$ cat src/rtl/core/avihp_pkg.sv
// Types, constants, control program and magic table of the AVI header parser.
`default_nettype none

package avihp_pkg;

  typedef struct packed {
    logic [7:0] data_byte;
    logic       end_of_file;
  } avihp_in_t;

  typedef struct packed {
    logic [2:0]  status;
    logic [31:0] codec;
    logic [19:0] frame_rate;
    logic [41:0] duration_ms;
    logic [31:0] frame_width;
    logic [31:0] frame_height;
    logic        rate_valid;
  } avihp_out_t;

  localparam logic [2:0] ST_OK        = 3'd0;
  localparam logic [2:0] ST_BAD_MAIN  = 3'd1;
  localparam logic [2:0] ST_BAD_STRM  = 3'd2;
  localparam logic [2:0] ST_SHORT     = 3'd3;
  localparam logic [2:0] ST_BACK_SEEK = 3'd4;

  typedef enum logic [3:0] {
    OP_IDLE,
    OP_SKIP,
    OP_MAGIC,
    OP_CAP_BLEN,
    OP_CAP_USEC,
    OP_CAP_FRAMES,
    OP_CAP_W,
    OP_CAP_H,
    OP_CAP_CODEC
  } op_e;

  typedef enum logic [1:0] {
    FIN_STAY,
    FIN_NEXT,
    FIN_HDR_CHECK,
    FIN_EMIT
  } fin_e;

  typedef struct packed {
    op_e        op;
    logic [3:0] reps;
    fin_e       fin;
  } ctrl_t;

  localparam int StepW = 5;
  localparam logic [StepW-1:0] STEP_FIRST = 5'd0;
  localparam logic [StepW-1:0] STEP_SEEK  = 5'd12;
  localparam logic [StepW-1:0] STEP_STRM  = 5'd13;
  localparam logic [StepW-1:0] STEP_DONE  = 5'd20;

  localparam int MagicLen = 36;
  localparam int MagicW   = 6;
  localparam logic [8*MagicLen-1:0] MAGIC_STR = "RIFFAVI LISThdrlavihLISTstrlstrhvids";

  localparam logic [31:0] MIN_BLOCK_LEN = 32'd40;

  localparam int FpsW     = 20;
  localparam int DurW     = 42;
  localparam int DivW     = 43;
  localparam int DivisorW = 33;
  localparam int DivCntW  = 6;
  localparam logic [DivW-1:0] FPS_NUM   = 43'd2000000;
  localparam logic [DivW-1:0] DUR_SCALE = 43'd2000;

  typedef enum logic [2:0] {
    M_IDLE,
    M_FPS,
    M_MUL,
    M_DSTART,
    M_DUR
  } math_e;

  typedef struct packed {
    logic        emit;
    logic [2:0]  status;
    logic [31:0] usec;
    logic [31:0] frames;
    logic [31:0] width;
    logic [31:0] height;
    logic [31:0] codec;
  } avihp_seq_t;

  function automatic ctrl_t ctrl_rom(input logic [StepW-1:0] step);
    ctrl_t w;
    case (step)
      5'd0:    w = '{OP_MAGIC,      4'd3,  FIN_NEXT};
      5'd1:    w = '{OP_SKIP,       4'd3,  FIN_NEXT};
      5'd2:    w = '{OP_MAGIC,      4'd7,  FIN_NEXT};
      5'd3:    w = '{OP_SKIP,       4'd3,  FIN_NEXT};
      5'd4:    w = '{OP_MAGIC,      4'd7,  FIN_NEXT};
      5'd5:    w = '{OP_CAP_BLEN,   4'd3,  FIN_NEXT};
      5'd6:    w = '{OP_CAP_USEC,   4'd3,  FIN_NEXT};
      5'd7:    w = '{OP_SKIP,       4'd11, FIN_NEXT};
      5'd8:    w = '{OP_CAP_FRAMES, 4'd3,  FIN_NEXT};
      5'd9:    w = '{OP_SKIP,       4'd11, FIN_NEXT};
      5'd10:   w = '{OP_CAP_W,      4'd3,  FIN_NEXT};
      5'd11:   w = '{OP_CAP_H,      4'd3,  FIN_HDR_CHECK};
      5'd12:   w = '{OP_SKIP,       4'd0,  FIN_NEXT};
      5'd13:   w = '{OP_MAGIC,      4'd3,  FIN_NEXT};
      5'd14:   w = '{OP_SKIP,       4'd3,  FIN_NEXT};
      5'd15:   w = '{OP_MAGIC,      4'd7,  FIN_NEXT};
      5'd16:   w = '{OP_SKIP,       4'd3,  FIN_NEXT};
      5'd17:   w = '{OP_MAGIC,      4'd3,  FIN_NEXT};
      5'd18:   w = '{OP_CAP_CODEC,  4'd3,  FIN_NEXT};
      5'd19:   w = '{OP_SKIP,       4'd3,  FIN_EMIT};
      default: w = '{OP_IDLE,       4'd0,  FIN_STAY};
    endcase
    return w;
  endfunction

  function automatic logic [7:0] magic_byte(input logic [MagicW-1:0] idx);
    int k;
    k = MagicLen - 1 - int'(idx);
    if (k < 0) begin
      k = 0;
    end
    return MAGIC_STR[8*k +: 8];
  endfunction

endpackage

`default_nettype wire

$ cat src/rtl/core/avi_header_parser_top.sv
// Top level of the AVI header parser: handshakes, rate math and result register.
//
// The input channel takes one file byte per beat, in file order; end_of_file
// marks the last byte of a file, after which the parser starts over on the
// next beat. A control program in a small table walks the header one step
// per field, one byte per cycle while the input is not held off, checks the
// magic, captures the header words and seeks forward to the stream header.
// The output channel carries at most one result beat per file. Error results
// and the short-file result appear in the result register in the cycle after
// the deciding byte. A good header with a nonzero frame time starts the frame
// rate division on the one shared restoring divider, then a multiply and the
// duration division; the result is registered when that division is done, and
// the input is held off until then. A zero frame rate gives a result without
// the rates. Bytes are taken every cycle otherwise; the output register lets
// the input run on while a result waits, except for a byte that would produce
// another result. Reset clears the program counter and the result valid flag.
`default_nettype none

module avi_header_parser_top (
  input  wire logic                   clk_i,
  input  wire logic                   rst_ni,
  input  wire avihp_pkg::avihp_in_t   in_i,
  input  wire logic                   in_valid_i,
  output logic                        in_ready_o,
  output avihp_pkg::avihp_out_t       out_o,
  output logic                        out_valid_o,
  input  wire logic                   out_ready_i
);
  import avihp_pkg::*;

  math_e               math_q, math_d;
  logic [FpsW-1:0]     fps_q, fps_d;
  logic [DivW-1:0]     prod_q, prod_d;
  avihp_out_t          out_q, out_d;
  logic                out_valid_q, out_valid_d;

  avihp_seq_t          seq;
  logic                in_ready;
  logic                in_fire;
  logic                div_start;
  logic [DivW-1:0]     div_dividend;
  logic [DivisorW-1:0] div_divisor;
  logic                div_busy;
  logic                div_done;
  logic [DivW-1:0]     div_quot;

  avihp_seq u_seq (
    .clk_i  (clk_i),
    .rst_ni (rst_ni),
    .beat_i (in_fire),
    .in_i   (in_i),
    .seq_o  (seq)
  );

  avihp_div u_div (
    .clk_i      (clk_i),
    .rst_ni     (rst_ni),
    .start_i    (div_start),
    .dividend_i (div_dividend),
    .divisor_i  (div_divisor),
    .busy_o     (div_busy),
    .done_o     (div_done),
    .quot_o     (div_quot)
  );

  always_comb begin
    in_ready     = (math_q == M_IDLE) && (!seq.emit || !out_valid_q || out_ready_i);
    in_fire      = in_valid_i && in_ready;
    math_d       = math_q;
    fps_d        = fps_q;
    prod_d       = prod_q;
    out_d        = out_q;
    out_valid_d  = out_valid_q && !out_ready_i;
    div_start    = 1'b0;
    div_dividend = prod_q;
    div_divisor  = {{(DivisorW-FpsW-1){1'b0}}, fps_q, 1'b0};

    case (math_q)
      M_IDLE: begin
        if (in_fire && seq.emit) begin
          if ((seq.status == ST_OK) && (seq.usec != '0)) begin
            div_start    = 1'b1;
            div_dividend = FPS_NUM + DivW'(seq.usec);
            div_divisor  = {seq.usec, 1'b0};
            math_d       = M_FPS;
          end else begin
            out_valid_d = 1'b1;
            out_d       = '0;
            out_d.status = seq.status;
            if (seq.status == ST_OK) begin
              out_d.codec        = seq.codec;
              out_d.frame_width  = seq.width;
              out_d.frame_height = seq.height;
            end
          end
        end
      end
      M_FPS: begin
        if (div_done) begin
          if (div_quot == '0) begin
            out_valid_d        = 1'b1;
            out_d              = '0;
            out_d.status       = ST_OK;
            out_d.codec        = seq.codec;
            out_d.frame_width  = seq.width;
            out_d.frame_height = seq.height;
            math_d             = M_IDLE;
          end else begin
            fps_d  = div_quot[FpsW-1:0];
            math_d = M_MUL;
          end
        end
      end
      M_MUL: begin
        prod_d = DivW'(seq.frames) * DUR_SCALE + DivW'(fps_q);
        math_d = M_DSTART;
      end
      M_DSTART: begin
        div_start = 1'b1;
        math_d    = M_DUR;
      end
      M_DUR: begin
        if (div_done) begin
          out_valid_d        = 1'b1;
          out_d.status       = ST_OK;
          out_d.codec        = seq.codec;
          out_d.frame_rate   = fps_q;
          out_d.duration_ms  = div_quot[DurW-1:0];
          out_d.frame_width  = seq.width;
          out_d.frame_height = seq.height;
          out_d.rate_valid   = 1'b1;
          math_d             = M_IDLE;
        end
      end
      default: math_d = M_IDLE;
    endcase
  end

  always_ff @(posedge clk_i or negedge rst_ni) begin
    if (!rst_ni) begin
      math_q      <= M_IDLE;
      out_valid_q <= 1'b0;
    end else begin
      math_q      <= math_d;
      out_valid_q <= out_valid_d;
    end
  end

  always_ff @(posedge clk_i) begin
    fps_q  <= fps_d;
    prod_q <= prod_d;
    out_q  <= out_d;
  end

  assign in_ready_o  = in_ready;
  assign out_o       = out_q;
  assign out_valid_o = out_valid_q;

  a_hold_input_during_math: assert property (@(posedge clk_i) disable iff (!rst_ni)
    (math_q != M_IDLE) |-> !in_ready_o) else $error("input taken while dividing");

  a_done_in_wait_state: assert property (@(posedge clk_i) disable iff (!rst_ni)
    div_done |-> ((math_q == M_FPS) || (math_q == M_DUR))) else $error("stray divider done");

  a_divider_idle_when_free: assert property (@(posedge clk_i) disable iff (!rst_ni)
    (math_q == M_IDLE) |-> !div_busy) else $error("divider running with no math pending");

endmodule

`default_nettype wire

$ cat src/rtl/core/avihp_div.sv
// Restoring divider that produces one quotient bit per cycle.
`default_nettype none

module avihp_div (
  input  wire logic                          clk_i,
  input  wire logic                          rst_ni,
  input  wire logic                          start_i,
  input  wire logic [avihp_pkg::DivW-1:0]     dividend_i,
  input  wire logic [avihp_pkg::DivisorW-1:0] divisor_i,
  output logic                               busy_o,
  output logic                               done_o,
  output logic [avihp_pkg::DivW-1:0]          quot_o
);
  import avihp_pkg::*;

  logic                run_q, run_d;
  logic                done_q, done_d;
  logic [DivCntW-1:0]  cnt_q, cnt_d;
  logic [DivW-1:0]     quo_q, quo_d;
  logic [DivisorW-1:0] rem_q, rem_d;
  logic [DivisorW-1:0] dvs_q, dvs_d;
  logic [DivisorW:0]   trial;
  logic [DivisorW:0]   diff;
  logic                fits;

  always_comb begin
    trial  = {rem_q, quo_q[DivW-1]};
    diff   = trial - {1'b0, dvs_q};
    fits   = (trial >= {1'b0, dvs_q});
    run_d  = run_q;
    done_d = 1'b0;
    cnt_d  = cnt_q;
    quo_d  = quo_q;
    rem_d  = rem_q;
    dvs_d  = dvs_q;
    if (start_i) begin
      run_d = 1'b1;
      cnt_d = DivCntW'(DivW - 1);
      quo_d = dividend_i;
      rem_d = '0;
      dvs_d = divisor_i;
    end else if (run_q) begin
      quo_d = {quo_q[DivW-2:0], fits};
      rem_d = fits ? diff[DivisorW-1:0] : trial[DivisorW-1:0];
      cnt_d = cnt_q - 1'b1;
      if (cnt_q == '0) begin
        run_d  = 1'b0;
        done_d = 1'b1;
      end
    end
  end

  always_ff @(posedge clk_i or negedge rst_ni) begin
    if (!rst_ni) begin
      run_q  <= 1'b0;
      done_q <= 1'b0;
      cnt_q  <= '0;
    end else begin
      run_q  <= run_d;
      done_q <= done_d;
      cnt_q  <= cnt_d;
    end
  end

  always_ff @(posedge clk_i) begin
    quo_q <= quo_d;
    rem_q <= rem_d;
    dvs_q <= dvs_d;
  end

  assign busy_o = run_q;
  assign done_o = done_q;
  assign quot_o = quo_q;

  a_rem_below_divisor: assert property (@(posedge clk_i) disable iff (!rst_ni)
    run_q |-> (rem_q < dvs_q)) else $error("partial remainder not below divisor");

  a_nonzero_divisor: assert property (@(posedge clk_i) disable iff (!rst_ni)
    start_i |-> (divisor_i != '0)) else $error("division started with zero divisor");

  a_done_ends_run: assert property (@(posedge clk_i) disable iff (!rst_ni)
    done_q |-> !run_q) else $error("done raised while still running");

endmodule

`default_nettype wire

$ cat src/rtl/core/avihp_seq.sv
// Microcoded byte sequencer that checks magic and captures header words.
`default_nettype none

module avihp_seq (
  input  wire logic                  clk_i,
  input  wire logic                  rst_ni,
  input  wire logic                  beat_i,
  input  wire avihp_pkg::avihp_in_t  in_i,
  output avihp_pkg::avihp_seq_t      seq_o
);
  import avihp_pkg::*;

  logic [StepW-1:0]  step_q, step_d;
  logic [31:0]       rep_q, rep_d;
  logic              bad_q, bad_d;
  logic [MagicW-1:0] mag_q, mag_d;
  logic [31:0]       blen_q, blen_d;
  logic [31:0]       usec_q, usec_d;
  logic [31:0]       frames_q, frames_d;
  logic [31:0]       width_q, width_d;
  logic [31:0]       height_q, height_d;
  logic [31:0]       codec_q, codec_d;

  ctrl_t ctl;
  ctrl_t nxt_ctl;
  ctrl_t strm_ctl;
  ctrl_t first_ctl;
  logic  last;
  logic  done;
  logic  hdr_err;
  logic  strm_hit;
  logic  emit;
  logic [2:0] status;

  always_comb begin
    ctl       = ctrl_rom(step_q);
    nxt_ctl   = ctrl_rom(StepW'(step_q + 1'b1));
    strm_ctl  = ctrl_rom(STEP_STRM);
    first_ctl = ctrl_rom(STEP_FIRST);
    last      = (rep_q == '0);
    done      = (ctl.op == OP_IDLE);
    hdr_err   = (ctl.fin == FIN_HDR_CHECK) && last && (bad_q || (blen_q < MIN_BLOCK_LEN));
    strm_hit  = (ctl.fin == FIN_EMIT) && last;
    emit      = hdr_err || strm_hit || (in_i.end_of_file && !done);
    if (hdr_err) begin
      status = bad_q ? ST_BAD_MAIN : ST_BACK_SEEK;
    end else if (strm_hit) begin
      status = bad_q ? ST_BAD_STRM : ST_OK;
    end else begin
      status = ST_SHORT;
    end

    step_d   = step_q;
    rep_d    = rep_q;
    bad_d    = bad_q;
    mag_d    = mag_q;
    blen_d   = blen_q;
    usec_d   = usec_q;
    frames_d = frames_q;
    width_d  = width_q;
    height_d = height_q;
    codec_d  = codec_q;

    if (beat_i) begin
      case (ctl.op)
        OP_MAGIC: begin
          mag_d = mag_q + 1'b1;
          if (in_i.data_byte != magic_byte(mag_q)) begin
            bad_d = 1'b1;
          end
        end
        OP_CAP_BLEN:   blen_d   = {in_i.data_byte, blen_q[31:8]};
        OP_CAP_USEC:   usec_d   = {in_i.data_byte, usec_q[31:8]};
        OP_CAP_FRAMES: frames_d = {in_i.data_byte, frames_q[31:8]};
        OP_CAP_W:      width_d  = {in_i.data_byte, width_q[31:8]};
        OP_CAP_H:      height_d = {in_i.data_byte, height_q[31:8]};
        OP_CAP_CODEC:  codec_d  = {in_i.data_byte, codec_q[31:8]};
        default: ;
      endcase

      if (!done) begin
        if (last) begin
          case (ctl.fin)
            FIN_NEXT: begin
              step_d = StepW'(step_q + 1'b1);
              rep_d  = {28'd0, nxt_ctl.reps};
            end
            FIN_HDR_CHECK: begin
              if (hdr_err) begin
                step_d = STEP_DONE;
              end else if (blen_q == MIN_BLOCK_LEN) begin
                step_d = STEP_STRM;
                rep_d  = {28'd0, strm_ctl.reps};
              end else begin
                step_d = STEP_SEEK;
                rep_d  = blen_q - MIN_BLOCK_LEN - 32'd1;
              end
            end
            FIN_EMIT: step_d = STEP_DONE;
            default: ;
          endcase
        end else begin
          rep_d = rep_q - 32'd1;
        end
      end

      if (in_i.end_of_file) begin
        step_d = STEP_FIRST;
        rep_d  = {28'd0, first_ctl.reps};
        bad_d  = 1'b0;
        mag_d  = '0;
      end
    end
  end

  always_ff @(posedge clk_i or negedge rst_ni) begin
    if (!rst_ni) begin
      step_q <= STEP_FIRST;
      rep_q  <= {28'd0, first_ctl.reps};
      bad_q  <= 1'b0;
      mag_q  <= '0;
    end else begin
      step_q <= step_d;
      rep_q  <= rep_d;
      bad_q  <= bad_d;
      mag_q  <= mag_d;
    end
  end

  always_ff @(posedge clk_i) begin
    blen_q   <= blen_d;
    usec_q   <= usec_d;
    frames_q <= frames_d;
    width_q  <= width_d;
    height_q <= height_d;
    codec_q  <= codec_d;
  end

  assign seq_o = '{emit:   emit,
                   status: status,
                   usec:   usec_q,
                   frames: frames_q,
                   width:  width_q,
                   height: height_q,
                   codec:  codec_q};

  a_step_range: assert property (@(posedge clk_i) disable iff (!rst_ni)
    step_q <= STEP_DONE) else $error("step counter beyond program");

  a_magic_range: assert property (@(posedge clk_i) disable iff (!rst_ni)
    mag_q <= MagicW'(MagicLen)) else $error("magic pointer beyond table");

  a_seek_forward: assert property (@(posedge clk_i) disable iff (!rst_ni)
    (step_q == STEP_SEEK) |-> (blen_q > MIN_BLOCK_LEN)) else $error("seek with short block");

endmodule

`default_nettype wire
$ cat config.mk
export PLATFORM = sky130hd
export DESIGN_NAME = avi_header_parser_top
export DESIGN_NICKNAME = d
export VERILOG_FILES = /design/src/rtl/core/avihp_pkg.sv /design/src/rtl/core/avi_header_parser_top.sv /design/src/rtl/core/avihp_div.sv /design/src/rtl/core/avihp_seq.sv
export SDC_FILE = /design/constraint.sdc
export NUM_CORES = 1
export LEC_CHECK = 0
export BUFFER_PORTS_ARGS = -buffer_cell sky130_fd_sc_hd__buf_4
export CORE_UTILIZATION = 55
export DETAILED_ROUTE_END_ITERATION = 7
export PLACE_DENSITY_LB_ADDON = 0.05
export SYNTH_ARGS = -nofsm -noshare
export SYNTH_HDL_FRONTEND = slang
export SYNTH_SLANG_ARGS = --single-unit
$ cat constraint.sdc
create_clock -name clk_i -period 13.1 [get_ports clk_i]
set_input_delay 2.62 -clock clk_i [delete_from_list [all_inputs] [get_ports clk_i]]
set_output_delay 2.62 -clock clk_i [all_outputs]
set_load 0.01 [all_outputs]
==> impl_metrics.env <==
export IMPL_status="finished clean"
export IMPL_ys_seq_area_share_pct=51.4
export IMPL_yosysUniqueCellTypes=93
export IMPL_syn_nets=3183
export IMPL_ctsHtreeMaxLevel=2
export IMPL_yosysWarnings=0
export IMPL_synth_compound_area_share_pct=10.4
export IMPL_hold_ws_ns=0.435
export IMPL_grt_util_met2_pct=40.9
export IMPL_antenna_found_initial=5
export IMPL_core_area_um2=58900
export IMPL_io_buffers=176
export IMPL_final_antenna_net_count=0
export IMPL_min_path_type="reg2reg"
export IMPL_final_common_cell="edfxtp_1"
export IMPL_finalWirelength_um=77500
export IMPL_synthAdderAreaFrac_pct=13.2
export IMPL_leakagePower_nw=14.9
export IMPL_cp_end_kind="output pin"
export IMPL_async_flop_share_pct=9.64
export IMPL_yosys_top_cells_area="edfxtp_1 (45%), fa_1 (7.3%), ha_1 (5.8%)"
export IMPL_drc=0
export IMPL_setup_slack_ns=6.40
export IMPL_grt_pass1_wl_um=121000
export IMPL_viasPerCell=5.74
export IMPL_fin_skew_ns=0.0329
export IMPL_power_density_nw_per_um2=103
export IMPL_cts_resized=0
export IMPL_use_met3_pct=3.26
export IMPL_worstSetupStartpointType="register"
export IMPL_drt_iter0_markers=1640
export IMPL_synth_area_leader_cell="edfxtp_1"
export IMPL_fin_crit_sh_pct=51.1
export IMPL_ir_worst_vdd_uv=108
export IMPL_synth_xor_area_share_pct=4.21
export IMPL_tightest_slew_ns=1.17
export IMPL_regArea_um2=16800
export IMPL_grtUsageMet1_pct=37.5
export IMPL_path_max_fanout=15
export IMPL_final_cell_mix="edfxtp_1 (492), inv_1 (237), nand2_1 (227)"
export IMPL_grt_max_degree=97
export IMPL_diodes=0
export IMPL_grt_busiest_layer="met2"
export IMPL_syn_to_final_growth_pct=12.5
export IMPL_rsz0062_at_grt="no"
export IMPL_tns_ns=0
export IMPL_clockBufferDepth=3
export IMPL_fillers=4763
export IMPL_final_nets=3337
export IMPL_cts_sinks=581
export IMPL_grt_use_total_pct=25.8
export IMPL_routedWlPerCell_um=20.0
export IMPL_grt_pass1_vias=21600
export IMPL_dp_hpwl_um=56100
export IMPL_finalPower_w=0.00379
export IMPL_ys_flop_type="edfxtp_1"
export IMPL_rows=89
export IMPL_grt_overflow_total=0
export IMPL_drv_slew=0
export IMPL_hold_viol=0
export IMPL_synth_edf_count=492
export IMPL_multi_input_area_um2=14600
export IMPL_syn_area_per_cell_um2=11.3
export IMPL_worstPathRequired_ns=10.48
export IMPL_finalSetupViolations=0
export IMPL_synth_area_mux_share_pct=2.06
export IMPL_clk_latency_ns=0.66
export IMPL_cts_hold_buffers_added=0
export IMPL_die_area_um2=60500
export IMPL_synth_top_area_share_pct=45.1
export IMPL_ios=177
export IMPL_cts_buffers=61
export IMPL_drv_cap=0
export IMPL_synth_top_family_by_area="simple AND/OR/NAND/NOR gates"
export IMPL_critPathArrivalTime_ns=4.08
export IMPL_post_cts_buffers=0
export IMPL_clk_pin_slew_ns=0.07
export IMPL_vias=22300
export IMPL_final_min_clock_period_ns=6.70
export IMPL_ys_ff_latch=581
export IMPL_max_slew_margin_rel_pct=21.4
export IMPL_cts_root_buf="clkbuf_16"
export IMPL_cts_tree="yes"
export IMPL_place_inst=3761
export IMPL_fin_cells=3876
export IMPL_drive_gt1_share_pct=11.3
export IMPL_pre_cts_ws_ns=6.60
export IMPL_synth_cells=2897
export IMPL_drt_first_pass_iters=7
export IMPL_fmax_ghz=0.149
export IMPL_die_h_um=246
export IMPL_netlist_area_um2=32700
export IMPL_critPathKind="reg2out"
export IMPL_die_w_um=246
export IMPL_initial_core_util_pct=55.6
export IMPL_gp_congestion=0.885
export IMPL_yosys_area_share_simple_pct=14.6
export IMPL_reg2reg_slack_ns=6.62
==> flip-flops by register name, summed over array words and instances (netlist names), 5 cells and up <==
signal,flops
out_o,162
u_div.dvs_q,32
u_seq.width_q,32
u_div.quot_o,43
u_div.rem_q,33
u_seq.codec_q,32
u_seq.height_q,32
prod_q,43
u_seq.mag_q,6
u_seq.usec_q,32
u_seq.blen_q,32
u_seq.frames_q,32
u_div.cnt_q,6
u_seq.step_q,5
u_seq.rep_q,32
fps_q,20
==> through the flow <==
step | area (um^2) | util [%]
after CTS | 36800 | 62.5
final | 36800 | 62.5
after global routing | 36800 | 62.5
after global placement | 34800 | 59.1
after floorplan | 32700 | -
after detailed placement | 34800 | 59.1
==> cell families (layout without fill, tap and decap cells) <==
| logic type | count (synthesis) | count (layout) |
|---|---|---|
| mux | 67 | 67 |
| flops | 581 | 581 |
| simple gates | 930 | 930 |
| compound gates | 547 | 547 |
| fa+ha+maj | 273 | 273 |
| xor+xnor | 155 | 155 |
| buf+inv | 344 | 550 |
==> critical path, stage by stage, from the launching register on <==
cell	delay, ns
dfstp_2	0.39
inv_1	0.08
ha_1	0.17
or3b_2	0.53
nor3_2	0.36
nand4_1	0.27
nor2_2	0.57
nand3_1	0.43
a31oi_4	0.39
nor2b_1	0.08
buf_4	0.15
==> cells in the mapped netlist, types with 5 or more instances <==
master / n
a211oi_1: 25
a21boi_0: 9
a21o_1: 36
a21oi_1: 159
a31oi_1: 19
and2_1: 123
and3_1: 76
and4_1: 7
buf_2: 18
buf_4: 5
clkbuf_1: 74
clkbuf_2: 5
dfrtp_1: 54
dfxtp_1: 33
edfxtp_1: 492
fa_1: 120
ha_1: 153
inv_1: 238
mux2i_1: 63
nand2_1: 227
nand2b_1: 33
nand3_1: 42
nand3b_1: 9
nand4_1: 24
nor2_1: 204
nor2b_1: 11
nor3_1: 61
nor3b_1: 9
nor4_1: 39
nor4_2: 5
o2111ai_1: 6
o211ai_1: 25
o21a_1: 19
o21ai_0: 151
o21ai_1: 6
o21bai_1: 15
o22ai_1: 13
o31ai_1: 8
or2_2: 6
or3_1: 22
or4_1: 10
xnor2_1: 89
xor2_1: 64
==> path summary, 6_finish.rpt <==
path / startpoint / end / depth (start not counted)
hold / removal: u_seq.codec_q[14]$_DFFE_PP_ / u_seq.codec_q[6]$_DFFE_PP_ / 0
hold reg to reg: u_seq.codec_q[14]$_DFFE_PP_ / u_seq.codec_q[6]$_DFFE_PP_ / 0
setup / recovery: u_seq.rep_q[0]$_DFFE_PN1P_ / in_ready_o / 10
setup reg to reg: u_seq.frames_q[8]$_DFFE_PP_ / prod_q[42]$_DFFE_PN_ / 22
max in group asynchronous: rst_ni / u_div.busy_o$_DFF_PN0_ / 1
min in group asynchronous: rst_ni / u_seq.bad_q$_DFFE_PN0P_ / 1
==> layout make-up <==
cell class / instances / area share (%)
timing repair buffer: 196 / 3.99
tap: 773 / 2.63
sequential: 581 / 45.7
clock inverter: 37 / 1.03
multi-input combinational: 1972 / 39.7
inverter: 239 / 2.44
clock buffer: 78 / 4.48
==> per-layer routing <==
metal	vias to the layer above	share of wire (%)
met3	92	5.9
met1	10900	45
met2	608	47
met4	0	2.0
met5	-	0
li1	10700	-
==> report_power, final <==
part           leakage [nW]  switching, W  internal, W  total [W]
Sequential             5.44    0.00000183      0.00198    0.00198
Combinational          8.44     0.0000513    0.0000242  0.0000754
Clock                 0.984      0.000748     0.000979    0.00173
Total                  14.9      0.000801      0.00299    0.00379
(Power assumes the default switching activity.)
